$ cat src/sv/pprs_pkg.sv
// Shared types, constants and helper functions of the palette pixel replication scaler.
`timescale 1ns / 1ps

package pprs_pkg;

  // Defaults for the top-level parameters.
  localparam int DEF_SRC_WIDTH     = 256;
  localparam int DEF_SRC_HEIGHT    = 240;
  localparam int DEF_PALETTE_DEPTH = 512;

  // Job queue between the front and back parts.
  localparam int QUEUE_DEPTH = 4;
  localparam int QUEUE_PTR_W = $clog2(QUEUE_DEPTH);
  localparam int QUEUE_LVL_W = $clog2(QUEUE_DEPTH + 1);

  // Configuration port.
  localparam int CFG_INDEX_W = 3;
  localparam int CFG_DATA_W  = 14;

  localparam logic [CFG_INDEX_W-1:0] REG_SCALE_FACTOR  = 3'd0;
  localparam logic [CFG_INDEX_W-1:0] REG_PIXEL_FORMAT  = 3'd1;
  localparam logic [CFG_INDEX_W-1:0] REG_ROW_PITCH     = 3'd2;
  localparam logic [CFG_INDEX_W-1:0] REG_WINDOW_WIDTH  = 3'd3;
  localparam logic [CFG_INDEX_W-1:0] REG_WINDOW_HEIGHT = 3'd4;
  localparam logic [CFG_INDEX_W-1:0] REG_CROP_ENABLE   = 3'd5;
  localparam logic [CFG_INDEX_W-1:0] REG_CROP_TOP      = 3'd6;
  localparam logic [CFG_INDEX_W-1:0] REG_CROP_LEFT     = 3'd7;

  // Pixel format codes.
  localparam logic [1:0] FMT_16 = 2'd0;
  localparam logic [1:0] FMT_24 = 2'd1;
  localparam logic [1:0] FMT_32 = 2'd2;

  // Input mode codes.
  localparam logic MODE_PIXEL   = 1'b0;
  localparam logic MODE_PALETTE = 1'b1;

  typedef struct packed {
    logic        mode;
    logic [8:0]  color_index;
    logic [31:0] palette_word;
    logic        frame_start;
  } item_t;

  typedef struct packed {
    logic [23:0] byte_offset;
    logic [31:0] pixel_value;
    logic        last_write;
  } result_t;

  typedef struct packed {
    logic [2:0]  scale_factor;
    logic [1:0]  pixel_format;
    logic [13:0] row_pitch;
    logic [8:0]  window_width;
    logic [7:0]  window_height;
    logic        crop_enable;
    logic [7:0]  crop_top;
    logic [7:0]  crop_left;
  } cfg_t;

  // One in-window pixel, ready for replication.
  typedef struct packed {
    logic [23:0] row_start;
    logic [13:0] col_start;
    logic [31:0] colour;
  } job_t;

  typedef struct packed {
    logic                   empty;
    logic [QUEUE_LVL_W-1:0] level;
  } queue_status_t;

  function automatic logic [2:0] fmt_bytes(logic [1:0] fmt);
    logic [2:0] bytes;
    unique case (fmt)
      FMT_16:  bytes = 3'd2;
      FMT_24:  bytes = 3'd3;
      FMT_32:  bytes = 3'd4;
      default: bytes = 3'd0;
    endcase
    return bytes;
  endfunction

  function automatic logic [31:0] fmt_mask(logic [1:0] fmt);
    logic [31:0] mask;
    unique case (fmt)
      FMT_16:  mask = 32'h0000_FFFF;
      FMT_24:  mask = 32'h00FF_FFFF;
      FMT_32:  mask = 32'hFFFF_FFFF;
      default: mask = 32'h0000_0000;
    endcase
    return mask;
  endfunction

endpackage

$ cat src/sv/pprs_queue.sv
// Short job queue that decouples the front part from the back part.
`timescale 1ns / 1ps

module pprs_queue import pprs_pkg::*; (
  input  logic          clk,
  input  logic          rst,
  input  logic          push,
  input  job_t          push_data,
  input  logic          pop,
  output job_t          head,
  output queue_status_t status
);

  job_t                   slots [QUEUE_DEPTH];
  logic [QUEUE_PTR_W-1:0] wr_ptr;
  logic [QUEUE_PTR_W-1:0] rd_ptr;
  logic [QUEUE_LVL_W-1:0] level;
  logic                   do_pop;

  assign do_pop       = pop && (level != '0);
  assign head         = slots[rd_ptr];
  assign status.empty = (level == '0);
  assign status.level = level;

  always_ff @(posedge clk) begin
    if (rst) begin
      wr_ptr <= '0;
      rd_ptr <= '0;
      level  <= '0;
    end else begin
      if (push) begin
        wr_ptr <= wr_ptr + 1'b1;
      end
      if (do_pop) begin
        rd_ptr <= rd_ptr + 1'b1;
      end
      priority if (push && !do_pop) begin
        level <= level + 1'b1;
      end else if (do_pop && !push) begin
        level <= level - 1'b1;
      end
    end
  end

  always_ff @(posedge clk) begin
    if (push) begin
      slots[wr_ptr] <= push_data;
    end
  end

endmodule

$ cat config.mk
export PLATFORM = sky130hd
export DESIGN_NAME = pprs_queue
export DESIGN_NICKNAME = d
export VERILOG_FILES = /design/src/sv/pprs_pkg.sv /design/src/sv/pprs_queue.sv
export SDC_FILE = /design/constraint.sdc
export NUM_CORES = 1
export LEC_CHECK = 0
export BUFFER_PORTS_ARGS = -buffer_cell sky130_fd_sc_hd__buf_4
export CAP_MARGIN = 20
export CORE_MARGIN = 4
export CORE_UTILIZATION = 55
export DETAILED_ROUTE_END_ITERATION = 10
export GPL_ROUTABILITY_DRIVEN = 1
export PLACE_DENSITY = 0.81
export SLEW_MARGIN = 0
export SYNTH_ARGS = -nofsm -noshare
export SYNTH_HDL_FRONTEND = slang
export SYNTH_SLANG_ARGS = --single-unit
$ cat constraint.sdc
create_clock -name clk -period 3.1 [get_ports clk]
set_input_delay 0.775 -clock clk [delete_from_list [all_inputs] [get_ports clk]]
set_output_delay 0.775 -clock clk [all_outputs]
set_load 0.02 [all_outputs]
Yosys cells after proc, flatten, opt, wreduce, memory -nomap -nowiden
Memories as Yosys holds them, arrays and structs flattened. A register that Yosys moved wholly into a read port is not among the register bits.
Cells that the tools add are included.

cells by class
  reductions and logical operators = 8
  $add $sub $neg = 4
  multiplexer cells = 6

operator list
  operator               count
  $mux W3                2
  $add A2 B1 Y2 const B  2
  $mux W2                2
  $add A3 B1 Y3 const B  1
  $logic_and A1 B1 Y1    3
  $logic_not A3 Y1       1
  $reduce_bool A3 Y1     1
  $sub A3 B1 Y3 const B  1
  $logic_not A1 Y1       2
  $mux W1                2
  $reduce_bool A2 Y1     1

storage, ports and cells
  word-level logic and storage cells = 22
  memory bits (writable) = 280
  output and inout bits = 74
  memories = 1
  register bits = 7

memories
  memory  depth  width  read ports  clocked after Yosys merged registers in  write ports  RTL line          source
  slots   4      70     1           1                                        1            pprs_queue.sv:14  job_t slots [QUEUE_DEPTH];

Depth between registers and ports, before layout
Gate-level depths: netlist (run 1).

  depth in word-level cells = 5
  mapped depth = 7
  depth with buffers taken out = 7

Worst setup path after synthesis (run 1)
OpenSTA, ideal clock, no wires.

  kind = input to register
  from = input port push
  to = memory slots[0][0] (netlist name), enable pin
  setup time = 435 ps
  path slack = 249 ps
  path buffers = 0
  stages on the path = 1
  arrival = 2415 ps
  cell sequence = and2_1

on the way
  longest elaborated chain between the ends = 2

ends and longest elaborated chain
  what                           RTL line          source
  from (decl)                    pprs_queue.sv:7   input logic push,
  $mux W1                        pprs_queue.sv:46  if (push) begin
  $mux W1 (implied by the code)  pprs_queue.sv:47  slots[wr_ptr] <= push_data;
  to (decl)                      pprs_queue.sv:14

No other way between the ends.

==> results of run 1 <==
==> layout by cell type (no fill, tap or decap) <==
cell        synthesis  routed
xor2_1              4       4
and2_4              0       4
dfxtp_4             0       2
mux4_2             70      70
clkinv_2            0       4
clkinv_1            0       4
o311ai_0            1       1
bufinv_16           0       4
ha_1                5       5
clkbuf_1            1       8
nor3_1              1       1
a21oi_1             1       1
nor2_1              7       7
mux2i_1             2       2
edfxtp_1          280     280
or3_1               1       1
buf_4               0     152
o21ai_0             1       1
fa_1                1       1
o31ai_1             1       1
xnor2_1             1       1
clkbuf_16           0      29
buf_12              7       7
dfxtp_1             9       7
clkinvlp_4          0       1
inv_1               3       3
==> layer usage <==
metal | part of all wire [%] | wire length, um
met1 | 39 | 7421
met2 | 53 | 10150
met3 | 5.7 | 1089
met4 | 1.7 | 322
met5 | 0 | 0
==> sequential cells by signal (all words and copies together) (netlist names), named ones only <==
signal,count
level,3
rd_ptr,2
slots,280
wr_ptr,2
==> area by class of cell <==
cell class,count,share of cell area (%)
clock buffer,37,5.834
tap,260,2.511
multi-input combinational,100,14.06
timing repair buffer,159,9.891
inverter,3,0.08693
sequential,289,66.36
clock inverter,13,1.256
==> cells by family after synthesis <==
| logic type | after synthesis |
|---|---|
| mux | 72 |
| flops | 289 |
| buf+inv | 20 |
| simple gates | 13 |
| xor+xnor | 5 |
| fa+ha+maj | 6 |
| compound gates | 4 |
==> worst max-delay path by stage <==
stage	from	endpoint	cells past startpoint
6_report	register	head[15]	3
3_3_place_gp	register	head[27]	3
3_5_place_dp	register	head[27]	3
5_1_grt	register	head[27]	3
4_1_cts	register	head[27]	3
2_1_floorplan	push	slots[0][0]	1
==> power by group through the flow <==
stage	sequential, mW	clock (mW)	combinational [mW]
2_1_floorplan	4.66	0	1.85
3_3_place_gp	4.73	0	2.57
3_5_place_dp	4.75	0	2.61
4_1_cts	4.67	3.43	2.62
5_1_grt	4.69	3.62	2.72
6_report	4.66	3.35	2.56
==> metrics by stage <==
step           cells  setup slack, ns
2_1_floorplan    409           0.2493
3_3_place_gp     811           0.6870
3_5_place_dp     811           0.6771
4_1_cts          861           0.1118
5_1_grt          861          0.03839
6_report         861           0.1678
==> worst reg2reg max path, stage by stage (launching register included) <==
cell and delay [ns]:
dfxtp_1 0.38, o31ai_1 0.39, ha_1 0.26, inv_1 0.07
fa_1 0.38, xor2_1 0.16, or3_1 0.30, a21oi_1 0.16
==> flow_metrics.py, run 1 <==
metrics = {
    "finish": {
        "design_area_um2": 12950,
        "final_nets": 661,
        "fillCellCount": 1144,
        "drive_gt1_share_pct": 45.42,
        "postLayoutCoreUtil_pct": 68.79,
        "n_antenna_cell": 0,
        "area_delta_synth_final_pct": 22.15,
        "regArea_um2": 8596,
        "multi_input_area_um2": 1822,
    },
    "critical_path": {
        "timing.rr.start": "level[0]",
        "critical_path_class": "register to output port",
        "worstPathArrival_ns": 2.16,
        "max_stage_delay_ns": 0.56,
        "critPathLaunchType": "register",
        "path_delay_family": "multiplexers",
        "end_kind": "output port",
        "critPathRequiredTime_ns": 2.32,
        "cp_cell_sequence": "buf_12, mux4_2, buf_4",
        "reg2reg_depth": 7,
        "cp_num_buf_inv": 2,
        "critPathMaxFanout": 31,
        "slowest_stage": "mux4_2",
        "r2r_end": "level[2]",
        "reg2reg_slack_ns": 0.92,
    },
    "synthesis": {
        "syn_avg_cell_area_um2": 25.93,
        "synth_edf_count": 280,
        "synth.largest_area_cell": "edfxtp_1",
        "ys_warn_count": 0,
        "syn_inst": 409,
        "synthFlopType": "edfxtp_1",
        "synth_fa_ha_area_share_pct": 0.7787,
        "synth_compound_area_share_pct": 0.2478,
        "ys_top_cells_by_count": "edfxtp_1 (280), mux4_2 (70), dfxtp_1 (9)",
        "muxShareOfSynthArea_pct": 15.05,
        "synth_top_family_by_area": "multiplexers",
        "synth_xor_xnor_area_share_pct": 0.4129,
        "synth_seq_cells": 289,
        "post_synth_and_or_nand_nor_area_fraction_pct": 0.5899,
        "yosysSeqAreaShare_pct": 80.98,
        "synth.distinct_cells": 22,
        "yosysMostFrequentCell": "edfxtp_1",
        "syn_nets": 489,
        "synth.top_cell.area_share_pct": 79.28,
        "synth_area_um2": 10610,
        "netlist_top_cells_area": "edfxtp_1 (79%), mux4_2 (15%), dfxtp_1 (1.7%)",
        "synthArstFlopShare_pct": 0,
    },
    "clock_tree": {
        "hold_buffers": 0,
        "htree_num_levels": 1,
        "cts.path.max_buffers": 3,
        "cts_sinks": 289,
        "cts_tree": "done",
        "post_cts_resized": 0,
        "clk_pin_slew_worst_paths_ns": 0.06,
        "root_buffer": "clkbuf_16",
        "postCtsSetupRepairBufs": 0,
        "clock_latency_ns": 0.52,
        "cts_buffers": 28,
    },
    "grt": {
        "globalRouteMet1Util_pct": 22.84,
        "grt.busiest_layer": "met2",
        "antenna_found_initial": 0,
        "first_global_vias": 5323,
        "met3_usage_pct": 3.917,
        "met2_usage_pct": 31.64,
        "grt_usage_pct": 17.82,
        "grt_first_pass_wirelength_um": 29740,
        "grt-ovfl-total": 0,
        "grt_max_degree": 36,
    },
    "timing": {
        "max_freq_ghz": 0.3410,
        "finalClockSkew_ns": 0.01223,
        "setup_tns_ns": 0,
        "max_slew.worst_pin.slew_ns": 0.5653,
        "hold_violations": 0,
        "finalHoldWorstSlack_ns": 0.4478,
        "rsz0062_at_grt": "false",
        "period_needed_ns": 2.932,
        "maxSlewHeadroom_pct": 62.31,
        "slew_violations": 0,
        "setup_violations": 0,
        "fin_crit_sh_pct": 94.59,
    },
    "hold_path": {
        "hold_depth": 1,
        "hold_path_end": "slots[1][2]",
        "hp-class": "primary input to register",
        "min_from": "push_data[2]",
    },
    "flow_run": {
        "cap_violations": 0,
    },
    "run_status": {
        "status": "complete, no violations",
    },
    "floorplanning": {
        "io_pins": 148,
        "initial_utilization_pct": 56.32,
        "fp.dieW_um": 146.9,
        "die_y_um": 146.9,
        "core_um2": 18830,
        "dieArea_um2": 21570,
        "num_rows": 50,
    },
    "power": {
        "p_int_mw": 7.832,
        "vdd_drop_max_v": 0.0005155,
        "p_clk_share_pct": 31.7,
        "share_seq_of_total_power_pct": 44.1,
        "switchingPower_mw": 2.741,
        "switching_share_pct": 25.92,
        "power.density_nw_per_um2": 816.2,
        "p_leak_nw": 4.380,
        "power.total_mw": 10.57,
        "comb_power_share_pct": 24.2,
    },
    "place": {
        "gp_congestion": 0.6966,
        "numPortBuffers": 147,
        "post_dp_cell_area_um2": 12040,
        "detailed_place_hpwl_um": 11880,
    },
    "drt": {
        "num_vias": 4741,
        "drt_iter0_markers": 268,
        "firstDrtPassIters": 6,
        "postRouteAntennaNets": 0,
        "routed_via_density": 5.506,
        "drcViolationCount": 0,
        "wirelength_um": 18980,
        "avgRoutedWirePerCell_um": 22.05,
    },
}
No activity file was read; power rests on OpenSTA's default activity.
==> inputs of run 2 (changes only) <==
--- a/config.mk
+++ b/config.mk
@@ -8,10 +8,11 @@
 export BUFFER_PORTS_ARGS = -buffer_cell sky130_fd_sc_hd__buf_4
 export CAP_MARGIN = 20
 export CORE_MARGIN = 4
-export CORE_UTILIZATION = 55
+export CORE_UTILIZATION = 45
 export DETAILED_ROUTE_END_ITERATION = 10
 export GPL_ROUTABILITY_DRIVEN = 1
-export PLACE_DENSITY = 0.81
+export HOLD_SLACK_MARGIN = 0.02
+export PLACE_DENSITY = 0.69
 export SLEW_MARGIN = 0
 export SYNTH_ARGS = -nofsm -noshare
 export SYNTH_HDL_FRONTEND = slang
==> flow_metrics.py, run 2 (synthesized netlist as in run 1, its figures left out) <==
metrics = {
    "finish": {
        "n_antenna_cell": 0,
        "final_nets": 664,
        "final_common_cell": "edfxtp_1",
        "regMostFlops": "slots",
        "mostFrequentLayoutCells": "edfxtp_1 (280), buf_4 (153), mux4_2 (70), clkbuf_16 (30), clkinv_1 (10)",
        "drive_gt1_share_pct": 45.71,
        "top_regs": "slots x280, level x3",
        "largest_reg_flops": 280,
        "area_delta_synth_final_pct": 22.88,
    },
    "power": {
        "power.density_nw_per_um2": 810.8,
        "vdd_drop_max_v": 0.0005397,
        "power.total_mw": 10.57,
        "p_leak_nw": 4.392,
    },
    "critical_path": {
        "cp_num_buf_inv": 2,
        "r2r_end": "level[2]",
        "critical_path_class": "register to output port",
        "critPathMaxFanout": 13,
        "critPathRequiredTime_ns": 2.32,
        "max_stage_delay_ns": 0.56,
        "path_delay_family": "multiplexers",
        "end_kind": "output port",
        "critPathLaunchType": "register",
        "reg2reg_slack_ns": 0.86,
        "cp.depth": 3,
        "cpMostUsedCell": "buf_4",
        "worstPathArrival_ns": 2.15,
        "timing.rr.start": "level[0]",
        "slowest_stage": "mux4_2",
        "endpoint": "head[2]",
        "reg2reg_depth": 7,
        "cp_cell_sequence": "buf_4, mux4_2, buf_4",
    },
    "place": {
        "numPortBuffers": 147,
        "detailed_place_hpwl_um": 12390,
        "gp_congestion": 0.7359,
    },
    "drt": {
        "wirelength_um": 19670,
        "drt_iter0_markers": 323,
        "drcViolationCount": 0,
        "num_vias": 4753,
        "postRouteAntennaNets": 0,
        "firstDrtPassIters": 4,
        "routed_via_density": 5.172,
        "avgRoutedWirePerCell_um": 21.41,
    },
    "clock_tree": {
        "root_buffer": "clkbuf_16",
        "hold_buffers": 0,
        "cts.path.max_buffers": 3,
        "clock_latency_ns": 0.54,
        "post_cts_resized": 0,
        "postCtsSetupRepairBufs": 0,
        "cts_tree": "done",
        "cts_buffers": 30,
        "htree_num_levels": 1,
        "cts_sinks": 289,
        "clk_pin_slew_worst_paths_ns": 0.06,
    },
    "timing": {
        "finalClockSkew_ns": 0.009874,
        "slew_violations": 0,
        "max_slew.worst_pin.slew_ns": 0.5908,
        "period_needed_ns": 2.928,
        "maxSlewHeadroom_pct": 60.62,
        "fin_crit_sh_pct": 94.44,
        "finalHoldWorstSlack_ns": 0.4308,
        "hold_violations": 0,
        "max_freq_ghz": 0.3416,
        "setup_violations": 0,
        "rsz0062_at_grt": "false",
        "setup_tns_ns": 0,
    },
    "grt": {
        "first_global_vias": 5399,
        "antenna_found_initial": 0,
        "grt_first_pass_wirelength_um": 30960,
        "grt-ovfl-total": 0,
        "grt_usage_pct": 15.25,
        "grt_max_degree": 45,
    },
    "floorplanning": {
        "die_y_um": 161.5,
        "fp.dieW_um": 161.5,
        "io_pins": 148,
        "core_um2": 22920,
        "num_rows": 55,
        "dieArea_um2": 26090,
        "initial_utilization_pct": 46.28,
    },
    "flow_run": {
        "cap_violations": 0,
    },
    "run_status": {
        "status": "complete, no violations",
    },
    "hold_path": {
        "hp-class": "primary input to register",
    },
}
## run 2: through the flow
stage	util, %	instances	instance area [um^2]	worst slack, ns
2_1_floorplan	-	409	10610	0.2493
3_3_place_gp	52.84	865	12110	0.6937
3_5_place_dp	52.84	865	12110	0.6540
4_1_cts	56.87	919	13030	0.09320
5_1_grt	56.87	919	13030	0.03584
6_report	56.87	919	13030	0.1722
## run 2: how the worst min path moves through the flow
stage | start | endpoint | cells past startpoint
floorplan | rd_ptr[1] | register | 2
global placement | level[2] | level[2] | 2
detailed placement | rd_ptr[0] | rd_ptr[0] | 2
CTS | push_data[61] | slots[1][61] | 1
global route | push_data[65] | slots[0][65] | 1
finish | push_data[39] | slots[1][39] | 1
## run 2: layout make-up
cell class	instances	area (um^2)
inverters	3	11.26
repair buffers	160	1289
well taps	313	391.6
clock buffers	33	762.0
clock inverters	21	160.2
flip-flops and latches	289	8596
fillers	1703	9884
multi-input cells	100	1822
## run 2: power breakdown
part | total, mW | switching [mW] | internal (mW)
combinational | 2.60 | 1.30 | 1.30
sequential | 4.66 | 0.151 | 4.51
clock | 3.30 | 1.38 | 1.93
## run 2: routing by layer
metal	vias up	track usage, %	share of wire, %
met3	30	4.644	7.3
li1	2103	-	-
met1	2468	18.73	38
met5	-	0	0
met4	0	3.451	2.1
met2	152	26.81	52
