`config.mk`:
```
export PLATFORM = sky130hd
export DESIGN_NAME = pprs_back
export DESIGN_NICKNAME = d
export VERILOG_FILES = /design/src/sv/pprs_pkg.sv /design/src/sv/pprs_back.sv
export SDC_FILE = /design/constraint.sdc
export NUM_CORES = 1
export LEC_CHECK = 0
export ABC_CLOCK_PERIOD_IN_PS = 5300
export BUFFER_PORTS_ARGS = -buffer_cell sky130_fd_sc_hd__buf_2
export CAP_MARGIN = 20
export CORE_MARGIN = 1
export CORE_UTILIZATION = 28
export CTS_CLUSTER_SIZE = 16
export DETAILED_ROUTE_END_ITERATION = 10
export PLACE_DENSITY = 0.45
export SYNTH_ARGS = -nofsm -noshare
export SYNTH_HDL_FRONTEND = slang
export SYNTH_SLANG_ARGS = --single-unit
export TNS_END_PERCENT = 10
```
`constraint.sdc`:
```
create_clock -name clk -period 5.3 [get_ports clk]
set_input_delay 0.795 -clock clk [delete_from_list [all_inputs] [get_ports clk]]
set_output_delay 0.795 -clock clk [all_outputs]
set_load 0.01 [all_outputs]
```
`src/sv/pprs_pkg.sv`:
```
// Shared types, constants and helper functions of the palette pixel replication scaler.
`timescale 1ns / 1ps

package pprs_pkg;

  // Defaults for the top-level parameters.
  localparam int DEF_SRC_WIDTH     = 256;
  localparam int DEF_SRC_HEIGHT    = 240;
  localparam int DEF_PALETTE_DEPTH = 512;

  // Job queue between the front and back parts.
  localparam int QUEUE_DEPTH = 4;
  localparam int QUEUE_PTR_W = $clog2(QUEUE_DEPTH);
  localparam int QUEUE_LVL_W = $clog2(QUEUE_DEPTH + 1);

  // Configuration port.
  localparam int CFG_INDEX_W = 3;
  localparam int CFG_DATA_W  = 14;

  localparam logic [CFG_INDEX_W-1:0] REG_SCALE_FACTOR  = 3'd0;
  localparam logic [CFG_INDEX_W-1:0] REG_PIXEL_FORMAT  = 3'd1;
  localparam logic [CFG_INDEX_W-1:0] REG_ROW_PITCH     = 3'd2;
  localparam logic [CFG_INDEX_W-1:0] REG_WINDOW_WIDTH  = 3'd3;
  localparam logic [CFG_INDEX_W-1:0] REG_WINDOW_HEIGHT = 3'd4;
  localparam logic [CFG_INDEX_W-1:0] REG_CROP_ENABLE   = 3'd5;
  localparam logic [CFG_INDEX_W-1:0] REG_CROP_TOP      = 3'd6;
  localparam logic [CFG_INDEX_W-1:0] REG_CROP_LEFT     = 3'd7;

  // Pixel format codes.
  localparam logic [1:0] FMT_16 = 2'd0;
  localparam logic [1:0] FMT_24 = 2'd1;
  localparam logic [1:0] FMT_32 = 2'd2;

  // Input mode codes.
  localparam logic MODE_PIXEL   = 1'b0;
  localparam logic MODE_PALETTE = 1'b1;

  typedef struct packed {
    logic        mode;
    logic [8:0]  color_index;
    logic [31:0] palette_word;
    logic        frame_start;
  } item_t;

  typedef struct packed {
    logic [23:0] byte_offset;
    logic [31:0] pixel_value;
    logic        last_write;
  } result_t;

  typedef struct packed {
    logic [2:0]  scale_factor;
    logic [1:0]  pixel_format;
    logic [13:0] row_pitch;
    logic [8:0]  window_width;
    logic [7:0]  window_height;
    logic        crop_enable;
    logic [7:0]  crop_top;
    logic [7:0]  crop_left;
  } cfg_t;

  // One in-window pixel, ready for replication.
  typedef struct packed {
    logic [23:0] row_start;
    logic [13:0] col_start;
    logic [31:0] colour;
  } job_t;

  typedef struct packed {
    logic                   empty;
    logic [QUEUE_LVL_W-1:0] level;
  } queue_status_t;

  function automatic logic [2:0] fmt_bytes(logic [1:0] fmt);
    logic [2:0] bytes;
    unique case (fmt)
      FMT_16:  bytes = 3'd2;
      FMT_24:  bytes = 3'd3;
      FMT_32:  bytes = 3'd4;
      default: bytes = 3'd0;
    endcase
    return bytes;
  endfunction

  function automatic logic [31:0] fmt_mask(logic [1:0] fmt);
    logic [31:0] mask;
    unique case (fmt)
      FMT_16:  mask = 32'h0000_FFFF;
      FMT_24:  mask = 32'h00FF_FFFF;
      FMT_32:  mask = 32'hFFFF_FFFF;
      default: mask = 32'h0000_0000;
    endcase
    return mask;
  endfunction

endpackage

```
`src/sv/pprs_back.sv`:
```
// Back part: walks the factor-by-factor block of each job and drives the result register.
`timescale 1ns / 1ps

module pprs_back import pprs_pkg::*; (
  input  logic          clk,
  input  logic          rst,
  input  cfg_t          cfg,
  input  queue_status_t q_status,
  input  job_t          q_head,
  output logic          q_pop,
  output result_t       result,
  output logic          empty,
  input  logic          pop
);

  logic        busy;
  logic        out_valid;
  logic [23:0] line_off;
  logic [13:0] col_start;
  logic [13:0] col_cur;
  logic [1:0]  r;
  logic [1:0]  c;
  logic [31:0] colour;

  logic [1:0] fm1;
  logic [2:0] bytes;
  logic       out_free;
  logic       adv;
  logic       last_now;
  logic       load;

  assign fm1      = 2'(cfg.scale_factor - 3'd1);
  assign bytes    = fmt_bytes(cfg.pixel_format);
  assign out_free = !out_valid || pop;
  assign adv      = busy && out_free;
  assign last_now = (r == fm1) && (c == fm1);
  assign load     = !q_status.empty && (!busy || (adv && last_now));
  assign q_pop    = load;
  assign empty    = !out_valid;

  always_ff @(posedge clk) begin
    if (rst) begin
      busy      <= 1'b0;
      out_valid <= 1'b0;
    end else begin
      if (out_free) begin
        out_valid <= busy;
      end
      priority if (load) begin
        busy <= 1'b1;
      end else if (adv && last_now) begin
        busy <= 1'b0;
      end
    end
  end

  always_ff @(posedge clk) begin
    if (adv) begin
      result.byte_offset <= line_off + {10'd0, col_cur};
      result.pixel_value <= colour;
      result.last_write  <= last_now;
    end
    priority if (load) begin
      line_off  <= q_head.row_start;
      col_start <= q_head.col_start;
      col_cur   <= q_head.col_start;
      colour    <= q_head.colour;
      r         <= 2'd0;
      c         <= 2'd0;
    end else if (adv) begin
      if (c == fm1) begin
        c        <= 2'd0;
        col_cur  <= col_start;
        r        <= r + 2'd1;
        line_off <= line_off + {10'd0, cfg.row_pitch};
      end else begin
        c       <= c + 2'd1;
        col_cur <= col_cur + {11'd0, bytes};
      end
    end
  end

endmodule

```
* Word-level counts from Yosys, hierarchy flattened
Cells that the tools add are included.
Cells by class: reductions and logical operators 15, add/sub/neg operators 6, eq/ne operators 4, multiplexer cells 10
Operators with widths (count):
- 24-bit two-way mux | 3
- 24-bit by 14-bit adder with 24-bit output | 2
- 14-bit two-way mux | 3
- 14-bit by 3-bit adder with 14-bit output | 1
- 3-bit case mux with 3 select lines | 1
- 2-bit nonzero test | 3
- 2-bit by 1-bit adder with 2-bit output, second input constant | 2
- 2-bit equality test | 2
- 1-bit logical AND | 4
- 2-bit AND reduction | 2
- 1-bit zero test | 3
- 2-bit by 1-bit equality test with 1-bit output, second input constant | 1
- 2-bit equality test, second input constant | 1
- 2-bit zero test | 1
- 1-bit logical OR | 2
- 1-bit two-way mux | 2
- 2-bit two-way mux | 1
- 2-bit by 1-bit subtractor with 2-bit output, second input constant | 1
Word-level totals: register bits 147, logic and storage cells 46, input port bits 130

* Longest topological paths before layout
Gate-level depths: netlist (run 1).
word-level depth 8, depth in mapped cells 10, depth with buffers taken out 10

* Worst setup path before layout (run 1)
No wires, ideal clock.
path kind input -> register, from in cfg[51] in the netlist's numbering, to reg line_off[0], enable pin, setup time 0.438 ns, data arrival time 3.253 ns, required time 4.862 ns, slack 1.608 ns, cell stages on the path 5, path through xor2_1 nor3b_1 a21oi_2 clkbuf_1 o21ai_0
On the way: word-level cells in the longest chain between the ends 8, elaborated cells between the ends (all ways) 10
Ends and longest elaborated chain:
- start: declaration | line pprs_back.sv:7 | input cfg_t cfg,
- 2-bit by 1-bit subtractor with 2-bit output (*) | line pprs_back.sv:32 | assign fm1 = 2'(cfg.scale_factor - 3'd1);
- 2-bit equality test (on tied branches) | line pprs_back.sv:36, pprs_back.sv:71
- 1-bit logical AND | line pprs_back.sv:36 | assign last_now = (r == fm1) && (c == fm1);
- 1-bit logical AND | line pprs_back.sv:37 | assign load = !q_status.empty && (!busy || (adv && last_now));
- 1-bit logical OR | line pprs_back.sv:37
- 1-bit logical AND | line pprs_back.sv:37
- 2-bit nonzero test (no source line)
- 2-bit AND reduction (no source line) (*)
- end signal: assignment | line pprs_back.sv:64 | line_off <= q_head.row_start;
- end signal: assignment | line pprs_back.sv:75 | line_off <= line_off + {10'd0, cfg.row_pitch};
- end: declaration | line pprs_back.sv:18 | logic [23:0] line_off;
Mark *: on every way between the ends. The rest lies on a longest branch, timed or not. A chain may end at the register's enable or synchronous reset.

* Worst setup path after layout (run 1)
from in cfg[50] in the netlist's numbering, to out q_pop
On the way: word-level cells in the longest chain between the ends 6, elaborated cells between the ends (all ways) 7
Ends and longest elaborated chain:
- 2-bit by 1-bit subtractor with 2-bit output (*) | line pprs_back.sv:32
- 2-bit equality test | line pprs_back.sv:36
- 1-bit logical AND (*) | line pprs_back.sv:36
- 1-bit logical AND (*) | line pprs_back.sv:37
- 1-bit logical OR (*) | line pprs_back.sv:37
- 1-bit logical AND (*) | line pprs_back.sv:37
- end: declaration | line pprs_back.sv:10 | output logic q_pop,
Marked as above.

==> results.sh, run 1 <==
export IMPL_setup_violations=0
export IMPL_rsz0062_at_grt="false"
export IMPL_vias=4797
export IMPL_grtUsageTotal_pct=13.2
export IMPL_cp_startpoint="cfg[50]"
export IMPL_maxCapViolCount=0
export IMPL_crit_chain="buf_2 -> and2b_1 -> a31oi_1 -> o221ai_1 -> nor2b_4 -> buf_2"
export IMPL_cp_end_kind="primary output"
export IMPL_dp_slack_ns=2.08
export IMPL_crit_arrival_ns=2.07
export IMPL_regToRegSetupSlack_ns=2.61
export IMPL_crit_end="q_pop"
export IMPL_nFillCells=2473
export IMPL_grt_pass1_wl_um=26100
export IMPL_skew_ns=0.0100
export IMPL_placed_cell_area_um2=8180
export IMPL_yosysTopAreaCellShare_pct=60.0
export IMPL_hold_violations=0
export IMPL_ys_flop_type="edfxtp_1"
export IMPL_post_cts_buffers=0
export IMPL_period_minus_slack_ns=2.86
export IMPL_cts_resized_gates=0
export IMPL_hp_class="reg2reg"
export IMPL_clockBufferDepth=2
export IMPL_gp_congestion=0.807
export IMPL_max_freq_mhz=349
export IMPL_h_tree_depth=4
export IMPL_synth_edf_count=141
export IMPL_drc=0
export IMPL_avgSynthCellArea_um2=12.5
export IMPL_seq_area_um2=4350
export IMPL_cts_buffers=17
export IMPL_die_area_um2=25800
export IMPL_clk_pin_slew_ns=0.07
export IMPL_worst_ep_required_time_ns=4.51
export IMPL_cp_max_fo=5
export IMPL_status="finished clean"
export IMPL_cts_tree="yes"
export IMPL_path_common_cell="buf_2"
export IMPL_start_kind="primary input"
export IMPL_wirelength_um=16500
export IMPL_syn_inst=565
export IMPL_layout_drive_gt1_share_pct=27.4
export IMPL_clock_sinks=147
export IMPL_ys_seq_area_share_pct=61.7
export IMPL_final_area_um2=8790
export IMPL_synthArstFlopShare_pct=0
export IMPL_r2r_end="line_off[20]$_DFFE_PP_"
export IMPL_slew_viol_final=0
export IMPL_viasPerCell=4.52
export IMPL_yosysMostFrequentCell="edfxtp_1"
export IMPL_ys_ff_latch=147
export IMPL_setup_slack_ns=2.44
export IMPL_wl_per_cell_um=15.6
export IMPL_multi_input_area_um2=2580
export IMPL_diodes=0
export IMPL_synth_area_top_cells="edfxtp_1 60%, ha_1 5.5%, nand2_1 3.9%, xnor2_1 3.8%, o21ai_0 2.8%"
export IMPL_grt_pass1_vias=4722
export IMPL_portBuffers=150
export IMPL_cts_hold_buf=0
export IMPL_ant_nets=0
export IMPL_r2r_cells=10
export IMPL_dp_cells=1029
export IMPL_ys_top_cells_by_count="141 x edfxtp_1, 73 x nand2_1, 39 x o21ai_0, 32 x nor2_1"
export IMPL_clockRootBuffer="clkbuf_16"
export IMPL_fp_dieW_um=161
export IMPL_drt_initial_drc_count=244
export IMPL_synth_top_area_cell="edfxtp_1"
export IMPL_syn_num_nets=729
export IMPL_grt_remaining_overflow=0
export IMPL_critPathBufInv=2
export IMPL_synthToLayoutAreaGrowth_pct=24.5
export IMPL_cp_slowest_cell="nor2b_4"
export IMPL_grt_start_max_net_pins=68
export IMPL_coreArea_um2=24500
export IMPL_slowest_delay_ns=0.30
export IMPL_power_density_nw_per_um2=419
export IMPL_cp_depth=6
export IMPL_yosys_warnings=0
export IMPL_die_h_um=161
export IMPL_fin_crit_sh_pct=54.0
export IMPL_r2r_start="line_off[0]$_DFFE_PP_"
export IMPL_critical_path_class="in2out"
export IMPL_io_pins=189
export IMPL_clkLatencyLatePin_ns=0.42
export IMPL_layoutNonFillerInstCount=1061
export IMPL_yosysUniqueCellTypes=58
export IMPL_setup_tns_final_ns=0
export IMPL_slew_headroom_pct=33.5
export IMPL_drt_pass1_iterations=4
export IMPL_row_count=57
export IMPL_cp_top_family="simple AND/OR/NAND/NOR gates"
export IMPL_start_util_pct=28.8
export IMPL_place_hpwl_um=12100
export IMPL_antenna_found_initial=0
export IMPL_syn_area_um2=7050
export IMPL_leakage_uw=0.00343
export IMPL_worst_slew_pin_slew_ns=0.994
export IMPL_irDropWorstVdd_mv=0.194
export IMPL_nets=888
## area by class of cell
class                           count  area share [%]
Sequential cell                   147            49.6
Multi-Input combinational cell    389            29.4
Timing Repair Buffer              154            8.89
Clock buffer                       17            4.84
Tap cell                          324            4.61
Clock inverter                     15            2.11
Inverter                           15           0.641
## through the flow
stage          total power (uW)  util, %  hold slack [ns]
2_1_floorplan              2220        -            0.400
3_3_place_gp               2480     33.3            0.401
3_5_place_dp               2500     33.3            0.405
4_1_cts                    3730     35.8            0.420
5_1_grt                    3890     35.8            0.422
6_report                   3680     35.8            0.412
## cell usage in the layout (no fill, tap or decap), drive strengths merged, types with 2 or more instances in the layout
cell    Yosys  final
nor2b       7      7
nor4b       2      2
nand4       5      5
a211oi      7      7
or3         4      4
dfxtp       6      6
clkbuf      3     17
fa          3      3
o21a        4      4
or2         2      2
o21ai      58     58
clkinv      0      6
edfxtp    141    141
a41oi       2      2
nand3      11     11
nor3       10     10
buf        11    154
a21boi      2      2
ha         31     31
o211ai      4      4
xnor2      31     31
mux2i       6      6
o21bai      5      5
inv        15     23
and3        6      6
nor2       32     32
a31oi       4      4
xor2       22     22
nand2b      4      4
o221ai      2      2
a21o       11     11
nand2      73     73
a21oi      28     28
## worst register-to-register path, delay by kind of cell (launching register included)
kind / cells / cell delay (ns)
AOI/OAI and AO/OA: 5 / 1.04
xor gates and xnor gates: 1 / 0.16
adders and majority gates: 2 / 0.70
buffers and inverters: 2 / 0.16
DFF: 1 / 0.37
## flip-flops by register name (all words and copies together), names as in the netlist
name	cells
result	57
colour	32
line_off	24
col_cur	14
col_start	14
c	2
r	2
busy	1
out_valid	1
## per-layer routing
layer / part of all wire (%) / global-route usage, % / up-vias
met5: 0 / 0 / -
met4: 0.95 / 3.86 / 0
met3: 4.4 / 2.92 / 12
met2: 46 / 20.8 / 123
met1: 49 / 18.0 / 2257
li1: - / - / 2405
## logic make-up after synthesis
group           count (synthesis)  synth area share (%)
simple gates                  163                  10.7
flops                         147                  61.7
compound gates                132                  11.7
xor+xnor                       53                  6.58
fa+ha+maj                      34                  6.35
buf+inv                        29                  1.99
mux                             7                  1.01
## where the power goes
group / total [uW] / internal [uW] / switching, uW / leakage [uW]
combinational: 887 / 371 / 516 / 0.00174
sequential: 1580 / 1480 / 95.5 / 0.00140
clock: 1220 / 643 / 574 / 0.000295
## worst min path at each step
stage | depth (start not counted) | to | start | slack (ns)
final | 0 | result[30]$_DFFE_PP_ | colour[29]$_DFFE_PP_ | 0.41
after global routing | 0 | result[25]$_DFFE_PP_ | colour[24]$_DFFE_PP_ | 0.42
after CTS | 0 | result[6]$_DFFE_PP_ | colour[5]$_DFFE_PP_ | 0.42
after detailed placement | 0 | result[23]$_DFFE_PP_ | colour[22]$_DFFE_PP_ | 0.40
after global placement | 0 | result[20]$_DFFE_PP_ | colour[19]$_DFFE_PP_ | 0.40
after floorplan | 0 | result[10]$_DFFE_PP_ | colour[9]$_DFFE_PP_ | 0.40
Note: power is estimated with default switching activity, not from simulation.
==> run 2, diff against run 1 <==
--- a/config.mk
+++ b/config.mk
@@ -5,14 +5,14 @@
 export SDC_FILE = /design/constraint.sdc
 export NUM_CORES = 1
 export LEC_CHECK = 0
-export ABC_CLOCK_PERIOD_IN_PS = 5300
+export ABC_CLOCK_PERIOD_IN_PS = 2600
 export BUFFER_PORTS_ARGS = -buffer_cell sky130_fd_sc_hd__buf_2
 export CAP_MARGIN = 20
 export CORE_MARGIN = 1
 export CORE_UTILIZATION = 28
 export CTS_CLUSTER_SIZE = 16
 export DETAILED_ROUTE_END_ITERATION = 10
-export PLACE_DENSITY = 0.45
+export PLACE_DENSITY = 0.47
 export SYNTH_ARGS = -nofsm -noshare
 export SYNTH_HDL_FRONTEND = slang
 export SYNTH_SLANG_ARGS = --single-unit
==> constraint.sdc (replaced) <==
create_clock -name clk -period 2.6 [get_ports clk]
set_input_delay 0.39 -clock clk [delete_from_list [all_inputs] [get_ports clk]]
set_output_delay 0.39 -clock clk [all_outputs]
set_load 0.01 [all_outputs]
==> run 2 against run 1 <==
Net effect: hold slack got worse by 0.28 ns; clock-buffer cell count unchanged; largest power group unchanged; critical path type is now reg2reg; largest cell class unchanged; sequential share of layout area fell by 1.8 points; highest routed layer unchanged; utilization up 1.3 points.
==> results.sh, run 2 (synthesis results as in run 1) <==
export IMPL_start_util_pct=28.8
export IMPL_drt_initial_drc_count=274
export IMPL_antenna_found_initial=0
export IMPL_placed_cell_area_um2=8450
export IMPL_portBuffers=150
export IMPL_start_kind="register"
export IMPL_clock_sinks=147
export IMPL_setup_violations=0
export IMPL_top_register="result"
export IMPL_cp_top_family="compound AO/OA/AOI/OAI gates"
export IMPL_fp_dieW_um=161
export IMPL_slew_viol_final=0
export IMPL_diodes=0
export IMPL_worst_slew_pin_slew_ns=0.778
export IMPL_synthToLayoutAreaGrowth_pct=29.2
export IMPL_cp_depth=9
export IMPL_final_area_um2=9110
export IMPL_nFillCells=2442
export IMPL_grt_start_max_net_pins=35
export IMPL_r2r_start="line_off[1]$_DFFE_PP_"
export IMPL_cts_hold_buf=0
export IMPL_io_pins=189
export IMPL_hold_violations=0
export IMPL_viasPerCell=4.55
export IMPL_skew_ns=0.0133
export IMPL_largestRegisters="result (57), colour (32), line_off (24)"
export IMPL_cts_buffers=17
export IMPL_clockRootBuffer="clkbuf_16"
export IMPL_dp_slack_ns=-0.129
export IMPL_nets=920
export IMPL_critPathBufInv=1
export IMPL_layout_drive_gt1_share_pct=31.7
export IMPL_h_tree_depth=4
export IMPL_leakage_uw=0.00361
export IMPL_slowest_delay_ns=0.52
export IMPL_status="finished clean"
export IMPL_critical_path_class="reg2reg"
export IMPL_max_freq_mhz=401
export IMPL_clockBufferDepth=2
export IMPL_power_density_nw_per_um2=844
export IMPL_largest_reg_flops=57
export IMPL_place_hpwl_um=12800
export IMPL_r2r_end="line_off[21]$_DFFE_PP_"
export IMPL_die_area_um2=25800
export IMPL_grt_remaining_overflow=0
export IMPL_die_h_um=161
export IMPL_period_minus_slack_ns=2.49
export IMPL_clkLatencyLatePin_ns=0.43
export IMPL_gp_congestion=0.831
export IMPL_irDropWorstVdd_mv=0.336
export IMPL_drc=0
export IMPL_regToRegSetupSlack_ns=0.11
export IMPL_final_cell_mix="150 x buf_2, 141 x edfxtp_1, 73 x nand2_1"
export IMPL_rsz0062_at_grt="true"
export IMPL_clk_pin_slew_ns=0.07
export IMPL_row_count=57
export IMPL_multi_input_area_um2=2610
export IMPL_grt_pass1_wl_um=26500
export IMPL_cp_max_fo=4
export IMPL_cts_tree="yes"
export IMPL_setup_slack_ns=0.108
export IMPL_crit_end="line_off[21]$_DFFE_PP_"
export IMPL_mostFrequentLayoutCell="buf_2"
export IMPL_maxCapViolCount=0
export IMPL_cp_end_kind="register"
export IMPL_wl_per_cell_um=15.5
export IMPL_drt_pass1_iterations=5
export IMPL_worst_ep_required_time_ns=2.87
export IMPL_cp_slowest_cell="edfxtp_1"
export IMPL_vias=4975
export IMPL_r2r_cells=9
export IMPL_fin_crit_sh_pct=95.9
export IMPL_grt_pass1_vias=5119
export IMPL_cp_startpoint="line_off[1]$_DFFE_PP_"
export IMPL_slew_headroom_pct=47.6
export IMPL_ant_nets=0
export IMPL_coreArea_um2=24500
export IMPL_crit_arrival_ns=2.77
export IMPL_crit_chain="ha_1 -> a211oi_2 -> o211ai_1 -> nand2_1 -> o21ai_2 -> a41oi_1 -> buf_4 -> or3_1 -> a31oi_1"
export IMPL_wirelength_um=16900
export IMPL_hp_class="in2reg"
export IMPL_seq_area_um2=4360
export IMPL_grtUsageTotal_pct=13.5
[run 2: cell types whose count changed in the layout (fill, tap and decap cells not counted), moves of 2 or more]
cell and delta:
a211oi_1 -5, a211oi_2 +5, buf_12 +4, buf_4 +28
inv_8 -2
[run 2: cell type report]
type | instances | area share, %
Sequential cell | 147 | 47.8
Multi-Input combinational cell | 389 | 28.6
Timing Repair Buffer | 186 | 11.8
Clock buffer | 17 | 4.67
Tap cell | 324 | 4.45
Clock inverter | 15 | 2.06
Inverter | 15 | 0.618
[run 2: repair_timing]
item / CTS / global route
buffers inserted: 1 / 0
resized for setup: 1 / 10
gates cloned: 0 / 0
endpoints found under the setup margin: 5 / 19
pin swaps: 0 / 2
[run 2: how the worst min path moves through the flow]
stage / cells after the start / to / slack [ns] / startpoint
floorplan: 0 / result[10]$_DFFE_PP_ / 0.40 / colour[9]$_DFFE_PP_
global placement: 0 / result[3]$_DFFE_PP_ / 0.40 / colour[2]$_DFFE_PP_
detailed placement: 0 / result[11]$_DFFE_PP_ / 0.40 / colour[10]$_DFFE_PP_
CTS: 1 / colour[12]$_DFFE_PP_ / 0.11 / q_head[12]
global route: 1 / colour[22]$_DFFE_PP_ / 0.11 / q_head[22]
finish: 1 / colour[15]$_DFFE_PP_ / 0.13 / q_head[15]
[run 2: report_power, final]
| group | internal [uW] | switching (uW) |
|---|---|---|
| clock | 1310 | 1170 |
| combinational | 900 | 1110 |
| sequential | 3020 | 176 |
| total | 5220 | 2460 |
[run 2: metrics by stage]
| stage | utilization (%) | TNS [ns] | cells | total power [uW] | hold slack, ns |
|---|---|---|---|---|---|
| floorplan | - | 0 | 565 | 4520 | 0.400 |
| finish | 37.1 | 0 | 1093 | 7690 | 0.131 |
| global route | 37.1 | -0.0911 | 1093 | 8110 | 0.110 |
| global placement | 34.4 | -0.374 | 1060 | 5220 | 0.400 |
| CTS | 37.0 | 0 | 1093 | 7770 | 0.108 |
| detailed placement | 34.4 | -0.632 | 1060 | 5250 | 0.405 |
[run 2: layer usage]
metal | vias up | routed length [um] | track usage, %
met5 | - | 0 | 0
met3 | 20 | 1010 | 3.43
met1 | 2321 | 7880 | 17.5
met2 | 158 | 7780 | 21.8
met4 | 0 | 252 | 4.37
li1 | 2476 | - | -
